**config.mk**
```make
export PLATFORM = sky130hd
export DESIGN_NAME = gf256_polynomial_mac_top
export DESIGN_NICKNAME = d
export VERILOG_FILES = /design/src/gpm_pkg.sv /design/src/gf256_polynomial_mac_top.sv
export SDC_FILE = /design/constraint.sdc
export NUM_CORES = 1
export LEC_CHECK = 0
export ABC_AREA = 1
export BUFFER_PORTS_ARGS = -buffer_cell sky130_fd_sc_hd__buf_2
export CAP_MARGIN = 10
export CORE_ASPECT_RATIO = 1.25
export CORE_UTILIZATION = 30
export CTS_BUF_LIST = sky130_fd_sc_hd__clkbuf_4
export CTS_CLUSTER_SIZE = 10
export DETAILED_ROUTE_END_ITERATION = 8
export SLEW_MARGIN = 20
export SYNTH_ARGS = -nofsm -noshare
export SYNTH_HDL_FRONTEND = slang
export SYNTH_SLANG_ARGS = --single-unit
```
**constraint.sdc**
```tcl
create_clock -name clk_i -period 6 [get_ports clk_i]
set_input_delay 0.6 -clock clk_i [delete_from_list [all_inputs] [get_ports clk_i]]
set_output_delay 0.6 -clock clk_i [all_outputs]
set_load 0.005 [all_outputs]
```
**src/gpm_pkg.sv**
```systemverilog
// ----------------------------------------------------------------------------
// gpm_pkg - shared definitions for the GF(2^8) polynomial MAC
// Field arithmetic helper, sizes and register indexes.
// ----------------------------------------------------------------------------
package gpm_pkg;

  localparam int unsigned MAX_KEYS = 4;
  localparam int unsigned KEY_REGS = 4;
  localparam int unsigned SLOT_W   = 2;
  localparam int unsigned IDX_W    = 3;
  localparam logic [8:0]  GF_POLY  = 9'h11B;

  // register indexes
  localparam logic [IDX_W-1:0] REG_KEY0   = 3'd0;
  localparam logic [IDX_W-1:0] REG_KEY1   = 3'd1;
  localparam logic [IDX_W-1:0] REG_KEY2   = 3'd2;
  localparam logic [IDX_W-1:0] REG_KEY3   = 3'd3;
  localparam logic [IDX_W-1:0] REG_ACTIVE = 3'd4;

  // highest usable slot count
  localparam int unsigned KEY_LIMIT = (MAX_KEYS < KEY_REGS) ? MAX_KEYS : KEY_REGS;

  typedef logic [7:0] gf_t;

  // shift-and-add multiply, reduced by x^8+x^4+x^3+x+1
  function automatic gf_t gf_mul(input gf_t x, input gf_t y);
    logic [8:0] sh;
    gf_t        acc;
    acc = '0;
    sh  = {1'b0, x};
    for (int i = 0; i < 8; i++) begin
      if (y[i]) acc = acc ^ sh[7:0];
      sh = {sh[7:0], 1'b0};
      if (sh[8]) sh = sh ^ GF_POLY;
    end
    return acc;
  endfunction

endpackage

```
**src/gf256_polynomial_mac_top.sv**
```systemverilog
// A block-end byte waits in the input register until it retires, which captures
// the tags into the tag buffer and sets busy_q, so the first tag becomes valid.
// Throughput is one byte per cycle unless a block end waits for the last block's
// tags to drain; tags leave by the single output port, overlapped with new bytes.
// Reset (rst_ni low, async): keys and powers 0, tags 0, active_keys 1,
// no pending transactions.
// ----------------------------------------------------------------------------
// gf256_polynomial_mac_top - GF(2^8) polynomial evaluation MAC, up to 4 keys
// Per byte: tag[s] ^= byte * power[s]; power[s] *= key[s]. At block end one
// tag per active key (at least one) is streamed out, the last marked with tlast.
// ----------------------------------------------------------------------------
module gf256_polynomial_mac_top (
  input  logic                        clk_i,
  input  logic                        rst_ni,
  // input stream
  input  logic                        s_axis_tvalid_i,
  output logic                        s_axis_tready_o,
  input  logic [7:0]                  s_axis_tdata_i,   // [7:0] data_byte
  input  logic                        s_axis_tlast_i,   // block_end
  // result stream
  output logic                        m_axis_tvalid_o,
  input  logic                        m_axis_tready_i,
  output logic [7:0]                  m_axis_tdata_o,   // [7:0] tag_byte
  output logic [gpm_pkg::SLOT_W-1:0]  m_axis_tuser_o,   // [1:0] key_slot
  output logic                        m_axis_tlast_o,   // final_tag
  // configuration writes
  input  logic                        cfg_valid_i,
  output logic                        cfg_ready_o,
  input  logic [gpm_pkg::IDX_W-1:0]   cfg_index_i,
  input  logic [7:0]                  cfg_data_i
);

  localparam int unsigned NK = gpm_pkg::KEY_REGS;

  // configuration
  gpm_pkg::gf_t key_q [NK];
  logic [2:0]   active_q;

  // input register
  logic         in_valid_q;
  gpm_pkg::gf_t in_byte_q;
  logic         in_last_q;

  // running state per slot
  gpm_pkg::gf_t tag_q   [NK];
  gpm_pkg::gf_t power_q [NK];
  gpm_pkg::gf_t tag_d   [NK];
  gpm_pkg::gf_t power_d [NK];

  // tag buffer for emission
  gpm_pkg::gf_t               tag_buf_q [NK];
  logic                       busy_q;
  logic [gpm_pkg::SLOT_W-1:0] ptr_q;
  logic [gpm_pkg::SLOT_W-1:0] last_idx_q;
  logic [gpm_pkg::SLOT_W-1:0] last_idx_d;

  logic out_fire, last_pop, stage_go, in_fire, cfg_fire;

  assign cfg_ready_o = 1'b1;
  assign cfg_fire    = cfg_valid_i && cfg_ready_o;

  assign out_fire = m_axis_tvalid_o && m_axis_tready_i;
  assign last_pop = out_fire && m_axis_tlast_o;

  // the staged byte retires unless it closes a block while tags still drain
  assign stage_go        = in_valid_q && (!in_last_q || !busy_q || last_pop);
  assign s_axis_tready_o = !in_valid_q || stage_go;
  assign in_fire         = s_axis_tvalid_i && s_axis_tready_o;

  // field update for every slot in parallel, inactive ones included
  always_comb begin
    for (int s = 0; s < NK; s++) begin
      tag_d[s]   = tag_q[s] ^ gpm_pkg::gf_mul(in_byte_q, power_q[s]);
      power_d[s] = gpm_pkg::gf_mul(power_q[s], key_q[s]);
    end
  end

  // tags per block: zero counts as one, large values saturate
  always_comb begin
    if (active_q == 3'd0) begin
      last_idx_d = '0;
    end else if ({29'd0, active_q} > gpm_pkg::KEY_LIMIT) begin
      last_idx_d = gpm_pkg::SLOT_W'(gpm_pkg::KEY_LIMIT - 1);
    end else begin
      last_idx_d = gpm_pkg::SLOT_W'(active_q - 3'd1);
    end
  end

  // input register
  always_ff @(posedge clk_i or negedge rst_ni) begin
    if (!rst_ni) begin
      in_valid_q <= 1'b0;
    end else if (s_axis_tready_o) begin
      in_valid_q <= s_axis_tvalid_i;
    end
  end

  always_ff @(posedge clk_i) begin
    if (in_fire) begin
      in_byte_q <= s_axis_tdata_i;
      in_last_q <= s_axis_tlast_i;
    end
  end

  // configuration registers and running state
  always_ff @(posedge clk_i or negedge rst_ni) begin
    if (!rst_ni) begin
      active_q <= 3'd1;
      for (int s = 0; s < NK; s++) begin
        key_q[s]   <= '0;
        tag_q[s]   <= '0;
        power_q[s] <= '0;
      end
    end else begin
      if (stage_go) begin
        for (int s = 0; s < NK; s++) begin
          if (in_last_q) begin
            tag_q[s]   <= '0;
            power_q[s] <= key_q[s];
          end else begin
            tag_q[s]   <= tag_d[s];
            power_q[s] <= power_d[s];
          end
        end
      end
      // users write only while idle (not enforced); key writes restart slot powers
      if (cfg_fire) begin
        case (cfg_index_i)
          gpm_pkg::REG_KEY0: begin
            key_q[0]   <= cfg_data_i;
            power_q[0] <= cfg_data_i;
          end
          gpm_pkg::REG_KEY1: begin
            key_q[1]   <= cfg_data_i;
            power_q[1] <= cfg_data_i;
          end
          gpm_pkg::REG_KEY2: begin
            key_q[2]   <= cfg_data_i;
            power_q[2] <= cfg_data_i;
          end
          gpm_pkg::REG_KEY3: begin
            key_q[3]   <= cfg_data_i;
            power_q[3] <= cfg_data_i;
          end
          gpm_pkg::REG_ACTIVE: active_q <= cfg_data_i[2:0];
          default: ;
        endcase
      end
    end
  end

  // emission control
  always_ff @(posedge clk_i or negedge rst_ni) begin
    if (!rst_ni) begin
      busy_q     <= 1'b0;
      ptr_q      <= '0;
      last_idx_q <= '0;
    end else begin
      if (stage_go && in_last_q) begin
        busy_q     <= 1'b1;
        ptr_q      <= '0;
        last_idx_q <= last_idx_d;
      end else if (last_pop) begin
        busy_q <= 1'b0;
      end else if (out_fire) begin
        ptr_q <= ptr_q + 1'b1;
      end
    end
  end

  // finished tags, captured at block end
  always_ff @(posedge clk_i) begin
    if (stage_go && in_last_q) begin
      for (int s = 0; s < NK; s++) tag_buf_q[s] <= tag_d[s];
    end
  end

  assign m_axis_tvalid_o = busy_q;
  assign m_axis_tdata_o  = tag_buf_q[ptr_q];
  assign m_axis_tuser_o  = ptr_q;
  assign m_axis_tlast_o  = (ptr_q == last_idx_q);

`ifndef ASSERT_OFF
  // read pointer never passes the last active slot
  a_ptr_range: assert property (@(posedge clk_i) disable iff (!rst_ni)
    busy_q |-> (ptr_q <= last_idx_q))
    else $error("emission pointer beyond last active slot");

  // a non-final tag is followed by the next slot's tag
  a_slot_seq: assert property (@(posedge clk_i) disable iff (!rst_ni)
    (out_fire && !m_axis_tlast_o) |=>
      (m_axis_tvalid_o && (m_axis_tuser_o == $past(m_axis_tuser_o) + 2'd1)))
    else $error("tag slot sequence broken");

  // a block end waiting on the buffer is held, not dropped
  a_hold_end: assert property (@(posedge clk_i) disable iff (!rst_ni)
    (in_valid_q && in_last_q && busy_q && !last_pop) |=>
      (in_valid_q && in_last_q && $stable(in_byte_q)))
    else $error("pending block end lost");

  // a new burst always starts at slot zero
  a_burst_start: assert property (@(posedge clk_i) disable iff (!rst_ni)
    (stage_go && in_last_q) |=> (busy_q && (ptr_q == '0)))
    else $error("tag burst did not start at slot zero");
`endif

endmodule

```
==> impl_metrics.py, run 1 <==
metrics = {
    "cts": {
        "h-tree-depth": 4,
        "insertion_delay_to_the_later_sink_of_the_worst_skew_pair_ns": 0.64,
        "cts_tree": "yes",
        "cts-root-buf": "sky130_fd_sc_hd__clkbuf_4",
        "worst_setup_hold_path_clk_slew_ns": 0.18,
        "post_cts_setup_buffer_count": 0,
        "cts_max_path_buffers": 2,
        "cts_resized": 0,
        "cts_inserted_buffers": 17,
        "numClockSinks": 146,
    },
    "detailed_routing": {
        "wl_per_cell_um": 16.31,
        "route.detailed.drc": 5,
        "routed-via-count": 15261,
        "drt-vias-per-instance": 4.798,
        "drt-total-wl_um": 51890,
        "drt_iter0_markers": 1222,
        "drt_pre_antenna_iters": 9,
        "antenna_left": 0,
    },
    "logic_synthesis": {
        "ys.flop_type": "sky130_fd_sc_hd__dfrtp_1",
        "synthCells": 2531,
        "synth-seq-area-share": 0.2462,
        "ys_async_sr_fraction": 0.7192,
        "syn-mean-instance-area_um2": 6.193,
        "synth_area_um2": 15680,
        "yosys-top-cells-area": "sky130_fd_sc_hd__nand2_1 (24%), sky130_fd_sc_hd__dfrtp_1 (17%), sky130_fd_sc_hd__xor2_1 (11%)",
        "ys_ff_latch": 146,
        "synth-edff-count": 41,
        "synthDistinctLibCells": 43,
        "post-synth-top-area-cell": "sky130_fd_sc_hd__nand2_1",
        "net_count_synth": 2557,
        "synth.top_cell.area_share": 0.2352,
        "synth.yosys.warnings": 0,
    },
    "critical_path": {
        "critical_path.slowest_cell": "sky130_fd_sc_hd__edfxtp_1",
        "critical_path.max_fanout": 24,
        "crit-reg2reg-capture": "tag_buf_q[0][5]$_DFFE_PP_",
        "rr_startpoint": "in_byte_q[4]$_DFFE_PP_",
        "max_stage_delay_ns": 0.97,
        "r2r.worst_path.cells": 12,
        "timing.critical_path.from_type": "flip-flop",
        "r2r_slack_ns": 2.31,
        "crit_family": "XOR/XNOR gates",
        "critPathCaptureType": "flip-flop",
        "worst_ep_required_time_ns": 6.40,
        "worst-setup-path-type": "reg -> reg",
        "critPathArrivalTime_ns": 4.09,
        "worst_path_buffer_plus_inverter_count": 2,
        "critPathMostFrequentCell": "sky130_fd_sc_hd__nand2_1",
        "worstPathCellList": "inv_1 > nand2_1 > nand2_1 > xnor2_2 > nand2_1 > xnor2_1 > xor2_1 > nand2_1 > nand2_1 > nand2_1 > nand2_1 > inv_1",
    },
    "cells_and_area": {
        "layout-area-overhead-vs-synth_pct": 5.851,
        "postLayoutCellArea_um2": 16590,
        "most_frequent_standard_cell_in_the_layout_excluding_fill_and_tap_cells": "sky130_fd_sc_hd__nand2_1",
        "layout.nets": 2526,
        "post_route_cells_drive_above_1_share": 0.04895,
        "most_frequent_cells_in_the_layout": "sky130_fd_sc_hd__nand2_1 (982), sky130_fd_sc_hd__inv_1 (278), sky130_fd_sc_hd__nor2_1 (214)",
    },
    "min_path": {
        "hold_path.class": "in -> reg",
        "holdCritStartpoint": "s_axis_tdata_i[7]",
        "min_delay_path_depth": 1,
        "worst_hold_path.endpoint": "in_byte_q[7]$_DFFE_PP_",
    },
    "timing": {
        "final_min_period_over_clock_period": 0.6151,
        "finalClockSkew_ns": 0.03853,
        "fin_crit_ns": 3.690,
        "post-route-worst-setup-slack_ns": 2.310,
        "worst_slew_pin_slew_ns": 0.9999,
        "final-setup-viol-count": 0,
        "rsz_0062_raised_after_global_routing": "no",
        "slew_headroom": 0.3318,
        "highest_clock_rate_mhz": 271.0,
        "timing_hold_violations_final": 0,
        "final_report_max_slew_violation_count": 0,
        "fin_setup_tns_ns": 0,
    },
    "place": {
        "dpl_cell_area_um2": 16290,
        "place.gp.congestion": 0.9236,
        "io_buffer_count": 37,
        "dpl_worst_slack_ns": 2.360,
        "hpwlAfterDp_um": 38690,
    },
    "global_routing": {
        "busiest_layer": "met2",
        "grtUsageMet2": 0.3272,
        "grt.total_usage": 0.1998,
        "grt_antenna_before_repair": 3,
        "grt_max_degree": 62,
        "met1_track_usage_gr": 0.2556,
        "overflow": 0,
        "global_route_wire_length_before_repair_um": 82010,
        "grt_pass1_vias": 14436,
        "groute.layer.met3.usage": 0.03205,
    },
    "die": {
        "die_width_um": 206.5,
        "floorplan.initialDensity": 0.3041,
        "placement_rows": 93,
        "design.core.area_um2": 51550,
        "design.portCount": 39,
        "die_area_um2": 53170,
        "floorplan.die.height_um": 257.6,
    },
    "run_status": {
        "violations": "design-rule violations",
        "outcome": "finished, violations left",
    },
    "flow_run": {
        "max_cap_viol_count": 0,
    },
}
## metal layers
metal  vias to the layer above  routed length, um
met5                         -                 13
met3                       100               3028
met4                         2               2158
met2                       461              24270
met1                      7015              22420
li1                       7683                  -
## layout make-up
type,count,area [um2]
timing repair buffer,44,242.7
antenna,3,7.507
fill,5765,34960
clock buffer,17,127.6
multi-input combinational,1998,10260
clock inverter,15,161.4
sequential,146,3860
tap,665,832.0
inverter,293,1100
## synthesized netlist by cell type (all sizes together), types with 11 or more instances
master / number
nand2: 995
nor2: 223
edfxtp: 41
clkbuf: 43
xor2: 205
nand3: 195
nand3b: 18
and2: 11
nand4: 14
o22ai: 41
a21oi: 12
dfrtp: 104
o21ai: 78
xnor2: 175
inv: 286
buf: 51
or2: 12
## kinds of logic (layout without fill, tap and decap cells)
| group | Yosys count | after routing | synth area share |
|---|---|---|---|
| flip-flops | 146 | 146 | 0.2462 |
| AND/OR/NAND/NOR | 1471 | 1471 | 0.3845 |
| AO/OA/AOI/OAI | 144 | 144 | 0.05196 |
| buffers and inverters | 387 | 369 | 0.09962 |
| XOR/XNOR | 380 | 380 | 0.2159 |
| adder cells (fa/ha/maj) | 1 | 1 | 0.0007981 |
| multiplexers | 1 | 1 | 0.0007183 |
| other | 1 | 4 | 0.0002392 |
## worst max-delay path by stage
stage,from,depth (start not counted),endpoint,slack (ns)
4_1_cts,m_axis_tuser_o[0]$_DFFE_PN0P_,11,tag_buf_q[2][4]$_DFFE_PP_,2.31
2_1_floorplan,m_axis_tuser_o[1]$_DFFE_PN0P_,11,tag_buf_q[0][0]$_DFFE_PP_,3.51
3_3_place_gp,in_byte_q[4]$_DFFE_PP_,14,tag_buf_q[1][4]$_DFFE_PP_,2.43
5_1_grt,m_axis_tuser_o[0]$_DFFE_PN0P_,11,tag_buf_q[0][3]$_DFFE_PP_,1.96
6_report,in_byte_q[4]$_DFFE_PP_,12,tag_buf_q[0][5]$_DFFE_PP_,2.31
3_5_place_dp,m_axis_tuser_o[0]$_DFFE_PN0P_,11,tag_buf_q[0][2]$_DFFE_PP_,2.36
## flip-flops by register name (all words and copies together) (netlist names)
signal	cells
tag_buf_q	32
tag_q	32
power_q	32
m_axis_tvalid_o	1
last_idx_q	2
in_valid_q	1
in_byte_q	8
in_last_q	1
key_q	32
active_q	3
m_axis_tuser_o	2
## what timing repair did
item,in CTS,in global routing
hold endpoints to repair,34,0
hold buffers,1,0
endpoints found under the setup margin,0,0
## stage by stage
| stage | hold slack [ns] | cells | utilization |
|---|---|---|---|
| after floorplan | 0.3044 | 2531 | - |
| after global placement | 0.4780 | 3145 | 0.3159 |
| after detailed placement | 0.4722 | 3145 | 0.3159 |
| after CTS | 0.08680 | 3178 | 0.3217 |
| after global routing | 0.06189 | 3181 | 0.3219 |
| final | 0.1151 | 3181 | 0.3219 |
## worst register-to-register path, stage by stage, from the launching register on
cell and delay [ns]:
sky130_fd_sc_hd__edfxtp_1 0.97, sky130_fd_sc_hd__inv_1 0.19, sky130_fd_sc_hd__nand2_1 0.13, sky130_fd_sc_hd__nand2_1 0.38, sky130_fd_sc_hd__xnor2_2 0.80, sky130_fd_sc_hd__nand2_1 0.16
sky130_fd_sc_hd__xnor2_1 0.30, sky130_fd_sc_hd__xor2_1 0.17, sky130_fd_sc_hd__nand2_1 0.08, sky130_fd_sc_hd__nand2_1 0.07, sky130_fd_sc_hd__nand2_1 0.04, sky130_fd_sc_hd__nand2_1 0.10
sky130_fd_sc_hd__inv_1 0.05
Power of run 1 is not shown: default switching activity piles up to over one toggle a cycle in this logic, so the estimate is an artifact.
==> run 2: changes to the inputs <==
==> constraint.sdc (replaced) <==
create_clock -name clk_i -period 3.5 [get_ports clk_i]
set_input_delay 0.35 -clock clk_i [delete_from_list [all_inputs] [get_ports clk_i]]
set_output_delay 0.35 -clock clk_i [all_outputs]
set_load 0.005 [all_outputs]
==> run 2 against run 1 <==
The run still ends with design-rule violations left. Register-to-register slack lost 1.7 ns. Critical endpoint is now tag_buf_q[0][4]$_DFFE_PP_. Flip-flop and latch count is the same. Worst setup slack lost 1.7 ns. Cell count grew 1.5%. Critical path depth grew 2. Count of clock-buffer cells in the layout is the same.
==> impl_metrics.py, run 2 (synthesis results as in run 1) <==
metrics = {
    "critical_path": {
        "critPathArrivalTime_ns": 3.19,
        "worst-setup-path-type": "reg -> reg",
        "r2r.worst_path.cells": 14,
        "worst_ep_required_time_ns": 3.85,
        "r2r_slack_ns": 0.65,
        "rr_startpoint": "in_byte_q[5]$_DFFE_PP_",
        "critPathCaptureType": "flip-flop",
        "timing.critical_path.from_type": "flip-flop",
        "critical_path.max_fanout": 13,
        "crit-reg2reg-capture": "tag_buf_q[0][4]$_DFFE_PP_",
    },
    "cts": {
        "cts_max_path_buffers": 2,
        "h-tree-depth": 4,
        "cts_inserted_buffers": 17,
        "cts-root-buf": "sky130_fd_sc_hd__clkbuf_4",
        "insertion_delay_to_the_later_sink_of_the_worst_skew_pair_ns": 0.62,
        "post_cts_setup_buffer_count": 0,
        "worst_setup_hold_path_clk_slew_ns": 0.17,
        "numClockSinks": 146,
        "cts_tree": "yes",
    },
    "timing": {
        "post-route-worst-setup-slack_ns": 0.6545,
        "slew_headroom": 0.4768,
        "final-setup-viol-count": 0,
        "final_report_max_slew_violation_count": 0,
        "fin_setup_tns_ns": 0,
        "highest_clock_rate_mhz": 351.4,
        "timing_hold_violations_final": 0,
        "worst_slew_pin_slew_ns": 0.7847,
        "final_min_period_over_clock_period": 0.8130,
        "fin_crit_ns": 2.846,
        "finalClockSkew_ns": 0.04344,
        "rsz_0062_raised_after_global_routing": "no",
    },
    "die": {
        "placement_rows": 93,
        "floorplan.initialDensity": 0.3041,
        "design.portCount": 39,
        "die_area_um2": 53170,
        "floorplan.die.height_um": 257.6,
        "design.core.area_um2": 51550,
        "die_width_um": 206.5,
    },
    "place": {
        "dpl_cell_area_um2": 16590,
        "dpl_worst_slack_ns": 0.6825,
        "place.gp.congestion": 0.9386,
        "io_buffer_count": 37,
        "hpwlAfterDp_um": 39110,
    },
    "detailed_routing": {
        "drt_pre_antenna_iters": 9,
        "route.detailed.drc": 5,
        "antenna_left": 0,
        "drt-total-wl_um": 51640,
        "drt_iter0_markers": 1289,
        "drt-vias-per-instance": 4.774,
        "wl_per_cell_um": 16.00,
        "routed-via-count": 15410,
    },
    "global_routing": {
        "global_route_wire_length_before_repair_um": 81390,
        "grt_max_degree": 54,
        "met1_track_usage_gr": 0.2576,
        "grt.total_usage": 0.1969,
        "grt_pass1_vias": 14509,
        "groute.layer.met3.usage": 0.02259,
        "grtUsageMet2": 0.3289,
        "busiest_layer": "met2",
        "grt_antenna_before_repair": 1,
        "overflow": 0,
    },
    "cells_and_area": {
        "postLayoutCellArea_um2": 17010,
        "most_frequent_standard_cell_in_the_layout_excluding_fill_and_tap_cells": "sky130_fd_sc_hd__nand2_1",
        "layout.nets": 2575,
        "layout-area-overhead-vs-synth_pct": 8.509,
        "post_route_cells_drive_above_1_share": 0.06245,
        "most_frequent_cells_in_the_layout": "sky130_fd_sc_hd__nand2_1 (982), sky130_fd_sc_hd__inv_1 (278), sky130_fd_sc_hd__nor2_1 (214)",
    },
    "min_path": {
        "hold_path.class": "in -> reg",
        "holdCritStartpoint": "cfg_data_i[0]",
        "worst_hold_path.endpoint": "active_q[0]$_DFFE_PN1P_",
        "min_delay_path_depth": 3,
    },
    "flow_run": {
        "max_cap_viol_count": 0,
    },
    "run_status": {
        "outcome": "finished, violations left",
        "violations": "design-rule violations",
    },
}
## run 2: cell type report
cell class	count	area, um2
Fill cell	5721	34540
Multi-Input combinational cell	1998	10260
Sequential cell	146	3860
Inverter	293	1100
Tap cell	665	832.0
Timing Repair Buffer	93	648.1
Clock inverter	15	177.7
Clock buffer	17	127.6
Antenna cell	1	2.502
## run 2: what timing repair did
item,CTS,global route
resized for setup,0,0
hold buffers,10,1
hold endpoints to repair,61,1
## run 2: worst max-delay path: stages, from the launching register on
cell and delay [ns]:
sky130_fd_sc_hd__edfxtp_1 0.74, sky130_fd_sc_hd__inv_1 0.18, sky130_fd_sc_hd__nand2_1 0.12, sky130_fd_sc_hd__nand2_2 0.16
sky130_fd_sc_hd__inv_1 0.09, sky130_fd_sc_hd__nand2_1 0.06, sky130_fd_sc_hd__nand2_2 0.16, sky130_fd_sc_hd__xor2_2 0.38
sky130_fd_sc_hd__nand2_1 0.12, sky130_fd_sc_hd__xor2_1 0.20, sky130_fd_sc_hd__clkinv_1 0.08, sky130_fd_sc_hd__nand2_1 0.09
sky130_fd_sc_hd__nand2_1 0.05, sky130_fd_sc_hd__nand2_1 0.05, sky130_fd_sc_hd__nand2_1 0.07
## run 2: per-stage QoR
stage	hold slack, ns	cells	utilization
after floorplan	0.05441	2531	-
after global placement	0.4678	3184	0.3219
after detailed placement	0.4659	3184	0.3219
after CTS	0.001574	3226	0.3297
after global routing	0.07786	3228	0.3300
final	0.08059	3228	0.3300
## run 2: worst max-delay path by stage
stage	start	endpoint	slack (ns)	cells after the start
after floorplan	m_axis_tuser_o[1]$_DFFE_PN0P_	tag_buf_q[0][0]$_DFFE_PP_	1.01	11
after global placement	in_byte_q[5]$_DFFE_PP_	tag_buf_q[2][4]$_DFFE_PP_	0.74	12
after detailed placement	in_byte_q[6]$_DFFE_PP_	tag_buf_q[1][4]$_DFFE_PP_	0.68	13
after CTS	in_byte_q[6]$_DFFE_PP_	tag_buf_q[1][1]$_DFFE_PP_	0.68	12
after global routing	in_byte_q[5]$_DFFE_PP_	tag_buf_q[2][4]$_DFFE_PP_	0.43	12
final	in_byte_q[5]$_DFFE_PP_	tag_buf_q[0][4]$_DFFE_PP_	0.65	14
## run 2: per-layer routing
metal | wire (um) | up-vias
li1 | - | 7780
met1 | 22810 | 7055
met2 | 24420 | 482
met3 | 2776 | 93
met4 | 1626 | 0
met5 | 0 | -
Power of run 2 is left out for the same reason.
